## src/rtl/core/dvru_pkg.sv

```systemverilog
// Shared constants and types for the distance-vector route update block.
`timescale 1ns / 1ps
package dvru_pkg;

    localparam int TABLE_DEPTH   = 64;
    localparam int COST_INFINITY = 16;
    localparam int IDX_W         = $clog2(TABLE_DEPTH);
    localparam int CNT_W         = $clog2(TABLE_DEPTH + 1);
    localparam int COST_W        = 5;
    localparam int ADDR_W        = 32;
    localparam int OP_W          = 2;
    localparam int ACT_W         = 3;
    localparam int IN_DATA_W     = 104;
    localparam int OUT_DATA_W    = 16;

    localparam logic [OP_W-1:0] OP_CLEAR  = 2'd0;
    localparam logic [OP_W-1:0] OP_LOCAL  = 2'd1;
    localparam logic [OP_W-1:0] OP_ADVERT = 2'd2;
    localparam logic [OP_W-1:0] OP_NONE   = 2'd3;

    localparam logic [ACT_W-1:0] ACT_INSERTED = 3'd0;
    localparam logic [ACT_W-1:0] ACT_IMPROVED = 3'd1;
    localparam logic [ACT_W-1:0] ACT_KEPT     = 3'd2;
    localparam logic [ACT_W-1:0] ACT_DROPPED  = 3'd3;
    localparam logic [ACT_W-1:0] ACT_CLEARED  = 3'd4;

    typedef struct packed {
        logic [OP_W-1:0]   op;
        logic [ADDR_W-1:0] dest;
        logic [COST_W-1:0] cost;
        logic [ADDR_W-1:0] next_hop;
        logic [ADDR_W-1:0] iface;
    } cmd_t;

    typedef struct packed {
        logic [IDX_W-1:0]  idx;
        logic [ACT_W-1:0]  act;
        logic [COST_W-1:0] cost;
    } res_t;

endpackage

```

## src/rtl/core/dvru_front.sv

```systemverilog
// Front end: unpacks the input word and turns it into a table command.
`timescale 1ns / 1ps
module dvru_front (
    input  logic                             s_tvalid,
    output logic                             s_tready,
    input  logic [dvru_pkg::IN_DATA_W-1:0]   s_tdata,   // dest_addr, adv_cost, neighbor_addr, iface_addr
    input  logic [dvru_pkg::OP_W-1:0]        s_tuser,   // operation
    output logic                             push,
    output dvru_pkg::cmd_t                   push_cmd,
    input  logic                             q_full
);
    import dvru_pkg::*;

    logic [ADDR_W-1:0] dest;
    logic [COST_W-1:0] adv;
    logic [ADDR_W-1:0] nbr;
    logic [ADDR_W-1:0] ifc;
    logic [COST_W:0]   sum;
    logic [COST_W-1:0] new_cost;

    assign dest = s_tdata[ADDR_W-1:0];
    assign adv  = s_tdata[ADDR_W+COST_W-1:ADDR_W];
    assign nbr  = s_tdata[2*ADDR_W+COST_W-1:ADDR_W+COST_W];
    assign ifc  = s_tdata[3*ADDR_W+COST_W-1:2*ADDR_W+COST_W];

    assign sum      = {1'b0, adv} + (COST_W+1)'(1);
    assign new_cost = (sum > (COST_W+1)'(COST_INFINITY)) ? COST_W'(COST_INFINITY)
                                                         : sum[COST_W-1:0];

    assign s_tready = !q_full;
    assign push     = s_tvalid && !q_full;

    always_comb begin
        push_cmd.op = s_tuser;
        push_cmd.dest = dest;
        if (s_tuser == OP_LOCAL) begin
            push_cmd.cost     = '0;
            push_cmd.next_hop = dest;
            push_cmd.iface    = dest;
        end else begin
            push_cmd.cost     = new_cost;
            push_cmd.next_hop = nbr;
            push_cmd.iface    = ifc;
        end
    end

endmodule

```

## src/rtl/core/dvru_queue.sv

```systemverilog
// Two-entry command queue between the front end and the table engine.
`timescale 1ns / 1ps
module dvru_queue (
    input  logic           aclk,
    input  logic           aresetn,
    input  logic           push,
    input  dvru_pkg::cmd_t push_cmd,
    output logic           full,
    input  logic           pop,
    output logic           q_valid,
    output dvru_pkg::cmd_t q_cmd
);
    import dvru_pkg::*;

    cmd_t       slot_reg [2];
    logic       wr_ptr_reg;
    logic       rd_ptr_reg;
    logic [1:0] cnt_reg;
    logic [1:0] cnt_next;

    assign full    = cnt_reg == 2'd2;
    assign q_valid = cnt_reg != 2'd0;
    assign q_cmd   = slot_reg[rd_ptr_reg];

    always_comb begin
        cnt_next = cnt_reg;
        if (push && !pop) begin
            cnt_next = cnt_reg + 2'd1;
        end else if (pop && !push) begin
            cnt_next = cnt_reg - 2'd1;
        end
    end

    always_ff @(posedge aclk) begin
        if (push) begin
            slot_reg[wr_ptr_reg] <= push_cmd;
        end
    end

    always_ff @(posedge aclk) begin
        if (!aresetn) begin
            wr_ptr_reg <= 1'b0;
            rd_ptr_reg <= 1'b0;
            cnt_reg    <= 2'd0;
        end else begin
            if (push) begin
                wr_ptr_reg <= !wr_ptr_reg;
            end
            if (pop) begin
                rd_ptr_reg <= !rd_ptr_reg;
            end
            cnt_reg <= cnt_next;
        end
    end

endmodule

```

## src/rtl/core/dvru_back.sv

```systemverilog
// Table engine: route memories, sequential destination search and result register.
`timescale 1ns / 1ps
module dvru_back (
    input  logic           aclk,
    input  logic           aresetn,
    input  logic           q_valid,
    input  dvru_pkg::cmd_t q_cmd,
    output logic           pop,
    output logic           res_valid,
    output dvru_pkg::res_t res,
    input  logic           res_ready
);
    import dvru_pkg::*;

    typedef enum logic {ST_IDLE, ST_SEARCH} state_t;

    logic [ADDR_W-1:0] dest_mem     [TABLE_DEPTH];
    logic [ADDR_W-1:0] next_hop_mem [TABLE_DEPTH];
    logic [ADDR_W-1:0] iface_mem    [TABLE_DEPTH];
    logic [COST_W-1:0] cost_mem     [TABLE_DEPTH];

    state_t            state_reg;
    cmd_t              cmd_reg;
    logic [CNT_W-1:0]  count_reg;
    logic [CNT_W-1:0]  scan_reg;
    logic              rd_vld_reg;
    logic [IDX_W-1:0]  rd_idx_reg;
    logic [ADDR_W-1:0] rd_dest_reg;
    logic [COST_W-1:0] rd_cost_reg;
    logic              res_valid_reg;
    res_t              res_reg;

    logic              out_free;
    logic              full;
    logic              issue;
    logic              hit;
    logic              miss;
    logic              improve;
    logic              res_load;
    logic              wr_en;
    logic [IDX_W-1:0]  wr_idx;
    cmd_t              wr_cmd;

    assign out_free = !res_valid_reg || res_ready;
    assign pop      = (state_reg == ST_IDLE) && q_valid && out_free;
    assign full     = count_reg == CNT_W'(TABLE_DEPTH);
    assign issue    = (state_reg == ST_SEARCH) && (scan_reg < count_reg);
    assign hit      = (state_reg == ST_SEARCH) && rd_vld_reg && (rd_dest_reg == cmd_reg.dest);
    assign miss     = (state_reg == ST_SEARCH) && !rd_vld_reg && (scan_reg == count_reg);
    assign improve  = hit && (cmd_reg.cost < rd_cost_reg);
    assign res_load = (pop && q_cmd.op != OP_ADVERT) || hit || miss;

    always_comb begin
        wr_en  = 1'b0;
        wr_idx = count_reg[IDX_W-1:0];
        wr_cmd = cmd_reg;
        if (pop && q_cmd.op == OP_LOCAL && !full) begin
            wr_en  = 1'b1;
            wr_cmd = q_cmd;
        end else if (miss && !full) begin
            wr_en = 1'b1;
        end else if (improve) begin
            wr_en  = 1'b1;
            wr_idx = rd_idx_reg;
        end
    end

    always_ff @(posedge aclk) begin
        if (wr_en) begin
            dest_mem[wr_idx]     <= wr_cmd.dest;
            next_hop_mem[wr_idx] <= wr_cmd.next_hop;
            iface_mem[wr_idx]    <= wr_cmd.iface;
            cost_mem[wr_idx]     <= wr_cmd.cost;
        end
        rd_dest_reg <= dest_mem[scan_reg[IDX_W-1:0]];
        rd_cost_reg <= cost_mem[scan_reg[IDX_W-1:0]];
        rd_idx_reg  <= scan_reg[IDX_W-1:0];
    end

    always_ff @(posedge aclk) begin
        if (!aresetn) begin
            state_reg     <= ST_IDLE;
            count_reg     <= '0;
            scan_reg      <= '0;
            rd_vld_reg    <= 1'b0;
            res_valid_reg <= 1'b0;
        end else begin
            if (res_load) begin
                res_valid_reg <= 1'b1;
            end else if (res_ready) begin
                res_valid_reg <= 1'b0;
            end
            unique case (state_reg)
                ST_IDLE: begin
                    scan_reg   <= '0;
                    rd_vld_reg <= 1'b0;
                    if (pop) begin
                        cmd_reg <= q_cmd;
                        unique case (q_cmd.op)
                            OP_CLEAR: begin
                                count_reg <= '0;
                                res_reg   <= '{idx: '0, act: ACT_CLEARED, cost: '0};
                            end
                            OP_LOCAL: begin
                                if (full) begin
                                    res_reg <= '{idx: '0, act: ACT_DROPPED, cost: '0};
                                end else begin
                                    count_reg <= count_reg + CNT_W'(1);
                                    res_reg   <= '{idx: count_reg[IDX_W-1:0],
                                                   act: ACT_INSERTED, cost: '0};
                                end
                            end
                            OP_ADVERT: begin
                                state_reg <= ST_SEARCH;
                            end
                            OP_NONE: begin
                                res_reg <= '{idx: '0, act: ACT_KEPT, cost: '0};
                            end
                            default: begin
                                res_reg <= '{idx: '0, act: ACT_KEPT, cost: '0};
                            end
                        endcase
                    end
                end
                ST_SEARCH: begin
                    rd_vld_reg <= issue;
                    if (issue) begin
                        scan_reg <= scan_reg + CNT_W'(1);
                    end
                    if (hit) begin
                        state_reg <= ST_IDLE;
                        if (improve) begin
                            res_reg <= '{idx: rd_idx_reg, act: ACT_IMPROVED, cost: cmd_reg.cost};
                        end else begin
                            res_reg <= '{idx: rd_idx_reg, act: ACT_KEPT, cost: rd_cost_reg};
                        end
                    end else if (miss) begin
                        state_reg <= ST_IDLE;
                        if (full) begin
                            res_reg <= '{idx: '0, act: ACT_DROPPED, cost: cmd_reg.cost};
                        end else begin
                            count_reg <= count_reg + CNT_W'(1);
                            res_reg   <= '{idx: count_reg[IDX_W-1:0],
                                           act: ACT_INSERTED, cost: cmd_reg.cost};
                        end
                    end
                end
                default: begin
                    state_reg <= ST_IDLE;
                end
            endcase
        end
    end

    assign res_valid = res_valid_reg;
    assign res       = res_reg;

endmodule

```

## src/rtl/core/distance_vector_route_update.sv

```systemverilog
// Top level of the distance-vector route table update block.
// Each input word carries one table operation and yields exactly one result word.
// Words enter a two-entry command queue, so input is taken while a result waits.
// Clear, local add and the unused selector complete as they leave the queue. An advertised
// entry scans the valid routes in slot order through the single read port of the
// destination memory, one entry per cycle, and stops at the first matching slot or
// after the last valid entry of the 64-entry table. A result word not yet taken holds
// the engine.
// Table contents are undefined after reset; the valid entry count resets to zero.
`timescale 1ns / 1ps
module distance_vector_route_update (
    input  logic                              aclk,
    input  logic                              aresetn,
    input  logic                              s_tvalid,
    output logic                              s_tready,
    input  logic [dvru_pkg::IN_DATA_W-1:0]    s_tdata,   // dest_addr, adv_cost, neighbor_addr, iface_addr, zero pad
    input  logic [dvru_pkg::OP_W-1:0]         s_tuser,   // operation
    output logic                              m_tvalid,
    input  logic                              m_tready,
    output logic [dvru_pkg::OUT_DATA_W-1:0]   m_tdata,   // entry_index, stored_cost, zero pad
    output logic [dvru_pkg::ACT_W-1:0]        m_tuser    // action
);
    import dvru_pkg::*;

    logic push;
    cmd_t push_cmd;
    logic q_full;
    logic pop;
    logic q_valid;
    cmd_t q_cmd;
    res_t res;

    dvru_front u_front (
        .s_tvalid (s_tvalid),
        .s_tready (s_tready),
        .s_tdata  (s_tdata),
        .s_tuser  (s_tuser),
        .push     (push),
        .push_cmd (push_cmd),
        .q_full   (q_full)
    );

    dvru_queue u_queue (
        .aclk     (aclk),
        .aresetn  (aresetn),
        .push     (push),
        .push_cmd (push_cmd),
        .full     (q_full),
        .pop      (pop),
        .q_valid  (q_valid),
        .q_cmd    (q_cmd)
    );

    dvru_back u_back (
        .aclk      (aclk),
        .aresetn   (aresetn),
        .q_valid   (q_valid),
        .q_cmd     (q_cmd),
        .pop       (pop),
        .res_valid (m_tvalid),
        .res       (res),
        .res_ready (m_tready)
    );

    assign m_tdata = {(OUT_DATA_W-IDX_W-COST_W)'(0), res.cost, res.idx};
    assign m_tuser = res.act;

endmodule
```

## config.mk

```make
export PLATFORM = sky130hd
export DESIGN_NAME = distance_vector_route_update
export DESIGN_NICKNAME = d
export VERILOG_FILES = /design/src/rtl/core/dvru_pkg.sv /design/src/rtl/core/dvru_front.sv /design/src/rtl/core/dvru_queue.sv /design/src/rtl/core/dvru_back.sv /design/src/rtl/core/distance_vector_route_update.sv
export SDC_FILE = /design/constraint.sdc
export NUM_CORES = 2
export LEC_CHECK = 0
export BUFFER_PORTS_ARGS = -buffer_cell sky130_fd_sc_hd__buf_4
export CORE_ASPECT_RATIO = 0.7
export CORE_MARGIN = 3
export CORE_UTILIZATION = 62
export DETAILED_ROUTE_END_ITERATION = 8
export PLACE_DENSITY_LB_ADDON = 0.25
export SYNTH_ARGS = -nofsm -noshare
export SYNTH_HDL_FRONTEND = slang
export SYNTH_SLANG_ARGS = --single-unit
```

## constraint.sdc

```tcl
create_clock -name aclk -period 6.64 [get_ports aclk]
set_input_delay 0 -clock aclk [delete_from_list [all_inputs] [get_ports aclk]]
set_output_delay 0 -clock aclk [all_outputs]
set_load 0.05 [all_outputs]
```

==> reports/qor.yml <==
cts:
  cts.sinks: 2562
  clock_latency_ns: 0.85
  h-tree-depth: 4
  clockRootBuffer: "clkbuf_16"
  post-cts-setup-buffers: 0
  cts_max_path_buffers: 3
  clkTransAtPathRegs_ns: 0.06
  cts_made_buffers: 218
  cts_tree: "built"
power_and_ir_drop:
  vdd_drop_max_mv: 0.360
  power_leakage_nw: 32.9
  power.density_nw_per_um2: 333
  p_total_mw: 36.6
finish:
  syn_to_final_growth_pct: 12.0
  drive_gt1_share_pct: 30.8
  multiInputGateArea_sq_um: 21400
  seqCellArea_sq_um: 76300
  largest_reg_flops: 2048
  stdcell_area_sq_um: 110000
  nNetsFinal: 4543
  n_fill_cell: 8772
timing:
  finalCritPeriodShare_pct: 72.8
  setup_ws_ns: 1.81
  rsz0062_at_grt: "no"
  drv_slew: 0
  setup-tns-final_ns: 0
  tightestPinTransition_ns: 1.29
  max_slew_margin_pct: 13.7
  skew_ns: 0.0293
  period_minus_slack_ns: 4.83
  finalHoldWorstSlack_ns: 0.179
  hold_viol: 0
  setup_viol: 0
  fmax_mhz: 207
placement:
  placed_area_sq_um: 102000
  dp_hpwl_um: 124000
  io_buffers: 58
  gp_congestion: 0.856
  pre_cts_ws_ns: 2.02
drt:
  drt_iter0_markers: 7713
  dr.pass1.iters: 6
  vias: 47199
  detail_route.wl_per_cell_um: 36.4
  drtAntennaViolNets: 0
  drc_errors: 0
  viasPerCell: 7.05
  routed_wl_um: 244000
setup_path:
  slowest_delay_ns: 0.95
  reg2reg_depth: 8
  r2r_end: "u_back.dest_mem[49][23]"
  reg2reg_slack_ns: 1.81
  crit_end: "u_back.dest_mem[49][23]"
  critical_path.max_fanout: 28
  r2r-start: "u_back.cmd_reg[100]"
  crit_top_cell: "buf_4"
  crit_family: "simple AND/OR/NAND/NOR gates"
  crit_arrival_ns: 5.34
  path_cells: "xor2_1, nor4_1, nand4_1, nor4_2, buf_4, mux2_2, nor2_4, buf_4"
  crit_buf_inv: 2
  crit_start: "u_back.cmd_reg[100]"
  cp-start-kind: "register"
  crit_path_end_kind: "register"
  path_depth: 8
  worst-setup-path-type: "register to register"
  critPathSlowestCell: "nor2_4"
  required_ns: 7.15
floorplan:
  core_area_sq_um: 156000
  io_pins: 131
  fp.dieW_um: 482
  std_cell_rows: 121
  start_util_pct: 62.8
  die_h_um: 339
  die-area_sq_um: 163000
grt:
  grt_pass1_vias: 46496
  grt_pass1_wl_um: 348000
  gr-total-overflow: 0
  grt_usage_pct: 30.4
  antenna_found_initial: 5
  grt_max_degree: 152
yosys:
  syn_inst: 4140
  postSynthAreaPerCell_sq_um: 23.7
  synthArstFlopShare_pct: 0
  yosys_warnings: 0
  yosysSeqAreaShare_pct: 77.7
  synth_most_common_cell: "edfxtp_1"
  synth_edf_count: 2497
  synth_commonest_cells: "edfxtp_1 (2497), mux4_2 (740), clkbuf_1 (97), nor2_1 (86), mux2_2 (78)"
  synth-seq-cells: 2562
  synth_cell_types: 55
  synth_ff_type: "edfxtp_1"
  synthTopCellsByArea: "edfxtp_1 (76%), mux4_2 (17%), dfxtp_1 (1.3%)"
  synth_top_area_share_pct: 76.4
  yosys.area.top_type: "edfxtp_1"
  netlist_area_sq_um: 98200
hold_path:
  min_path_type: "input port to register"
flow_run:
  drv_cap: 0
outcome:
  status: "finished, final reports clean"
==> cell type report <==
cell class / count / area share, %
sequential: 2562 / 69.4
multi-input combinational: 1346 / 19.5
clock buffer: 293 / 5.43
tap: 2091 / 2.38
timing repair buffer: 263 / 2.05
clock inverter: 120 / 1.18
inverter: 21 / 0.0717
antenna: 1 / 0.00228
==> through the flow <==
stage	utilization (%)	instances
floorplan	-	4144
global placement	65.1	6201
detailed placement	65.1	6201
CTS	70.3	6696
global route	70.3	6696
finish	70.3	6697
==> how the worst min path moves through the flow <==
stage / startpoint / to / slack (ns) / cells past startpoint
floorplan: s_tdata[31] / u_queue.slot_reg[0][100] / 0.1 / 0
CTS: aresetn / u_back.count_reg[0] / 0.09 / 3
global route: aresetn / u_back.count_reg[0] / 0.15 / 3
detailed placement: s_tdata[4] / u_queue.slot_reg[0][73] / 0.19 / 1
finish: aresetn / u_back.count_reg[0] / 0.18 / 3
global placement: s_tdata[17] / u_queue.slot_reg[1][86] / 0.19 / 1
==> timing repair <==
action / 4_1_cts / 5_1_grt
hold buffers: 82 / 0
gates resized for setup: 0 / 0
hold endpoints to repair: 123 / 0
==> placed cells by master, fill, tap and decap left out, types with 26 or more instances in the layout <==
cell type and instances:
dfxtp_1 58, edfxtp_1 2497, mux2_2 78, nor2_4 61, nand2_1 62, mux4_2 740
bufinv_16 26, buf_4 175, a22oi_1 45, xor2_1 33, clkinv_2 44, clkbuf_1 56
dlygate4sd3_1 82, a21oi_1 39, clkbuf_16 222, clkinv_1 30
==> cells by family (layout without fill, tap and decap cells) <==
| logic type | count (synthesis) | after routing | synth area share (%) |
|---|---|---|---|
| flops | 2562 | 2562 | 77.7 |
| mux | 844 | 844 | 18.1 |
| simple gates | 278 | 278 | 1.37 |
| buf+inv | 236 | 697 | 1.09 |
| compound gates | 157 | 157 | 1.08 |
| xor+xnor | 41 | 41 | 0.366 |
| fa+ha+maj | 21 | 21 | 0.268 |
| other cells | 1 | 6 | 0.00382 |
==> tightest hold or removal path: cells and delay by family <==
kind	cells	cell delay [ns]
AOI/OAI and AO/OA	1	0.13
buffers and inverters	2	0.84
==> layer usage <==
layer | track usage, % | up-vias | wire length, um
met5 | 0 | - | 0
met4 | 9.35 | 0 | 7790
met3 | 6.75 | 401 | 30400
met2 | 45.0 | 3513 | 114000
met1 | 46.6 | 25001 | 91700
li1 | - | 18284 | -
==> report_power, final <==
group	internal [mW]	switching (mW)
sequential	19.8	0.176
clock	7.33	5.73
combinational	0.708	2.83
total	27.9	8.73
(Power assumes the default switching activity.)
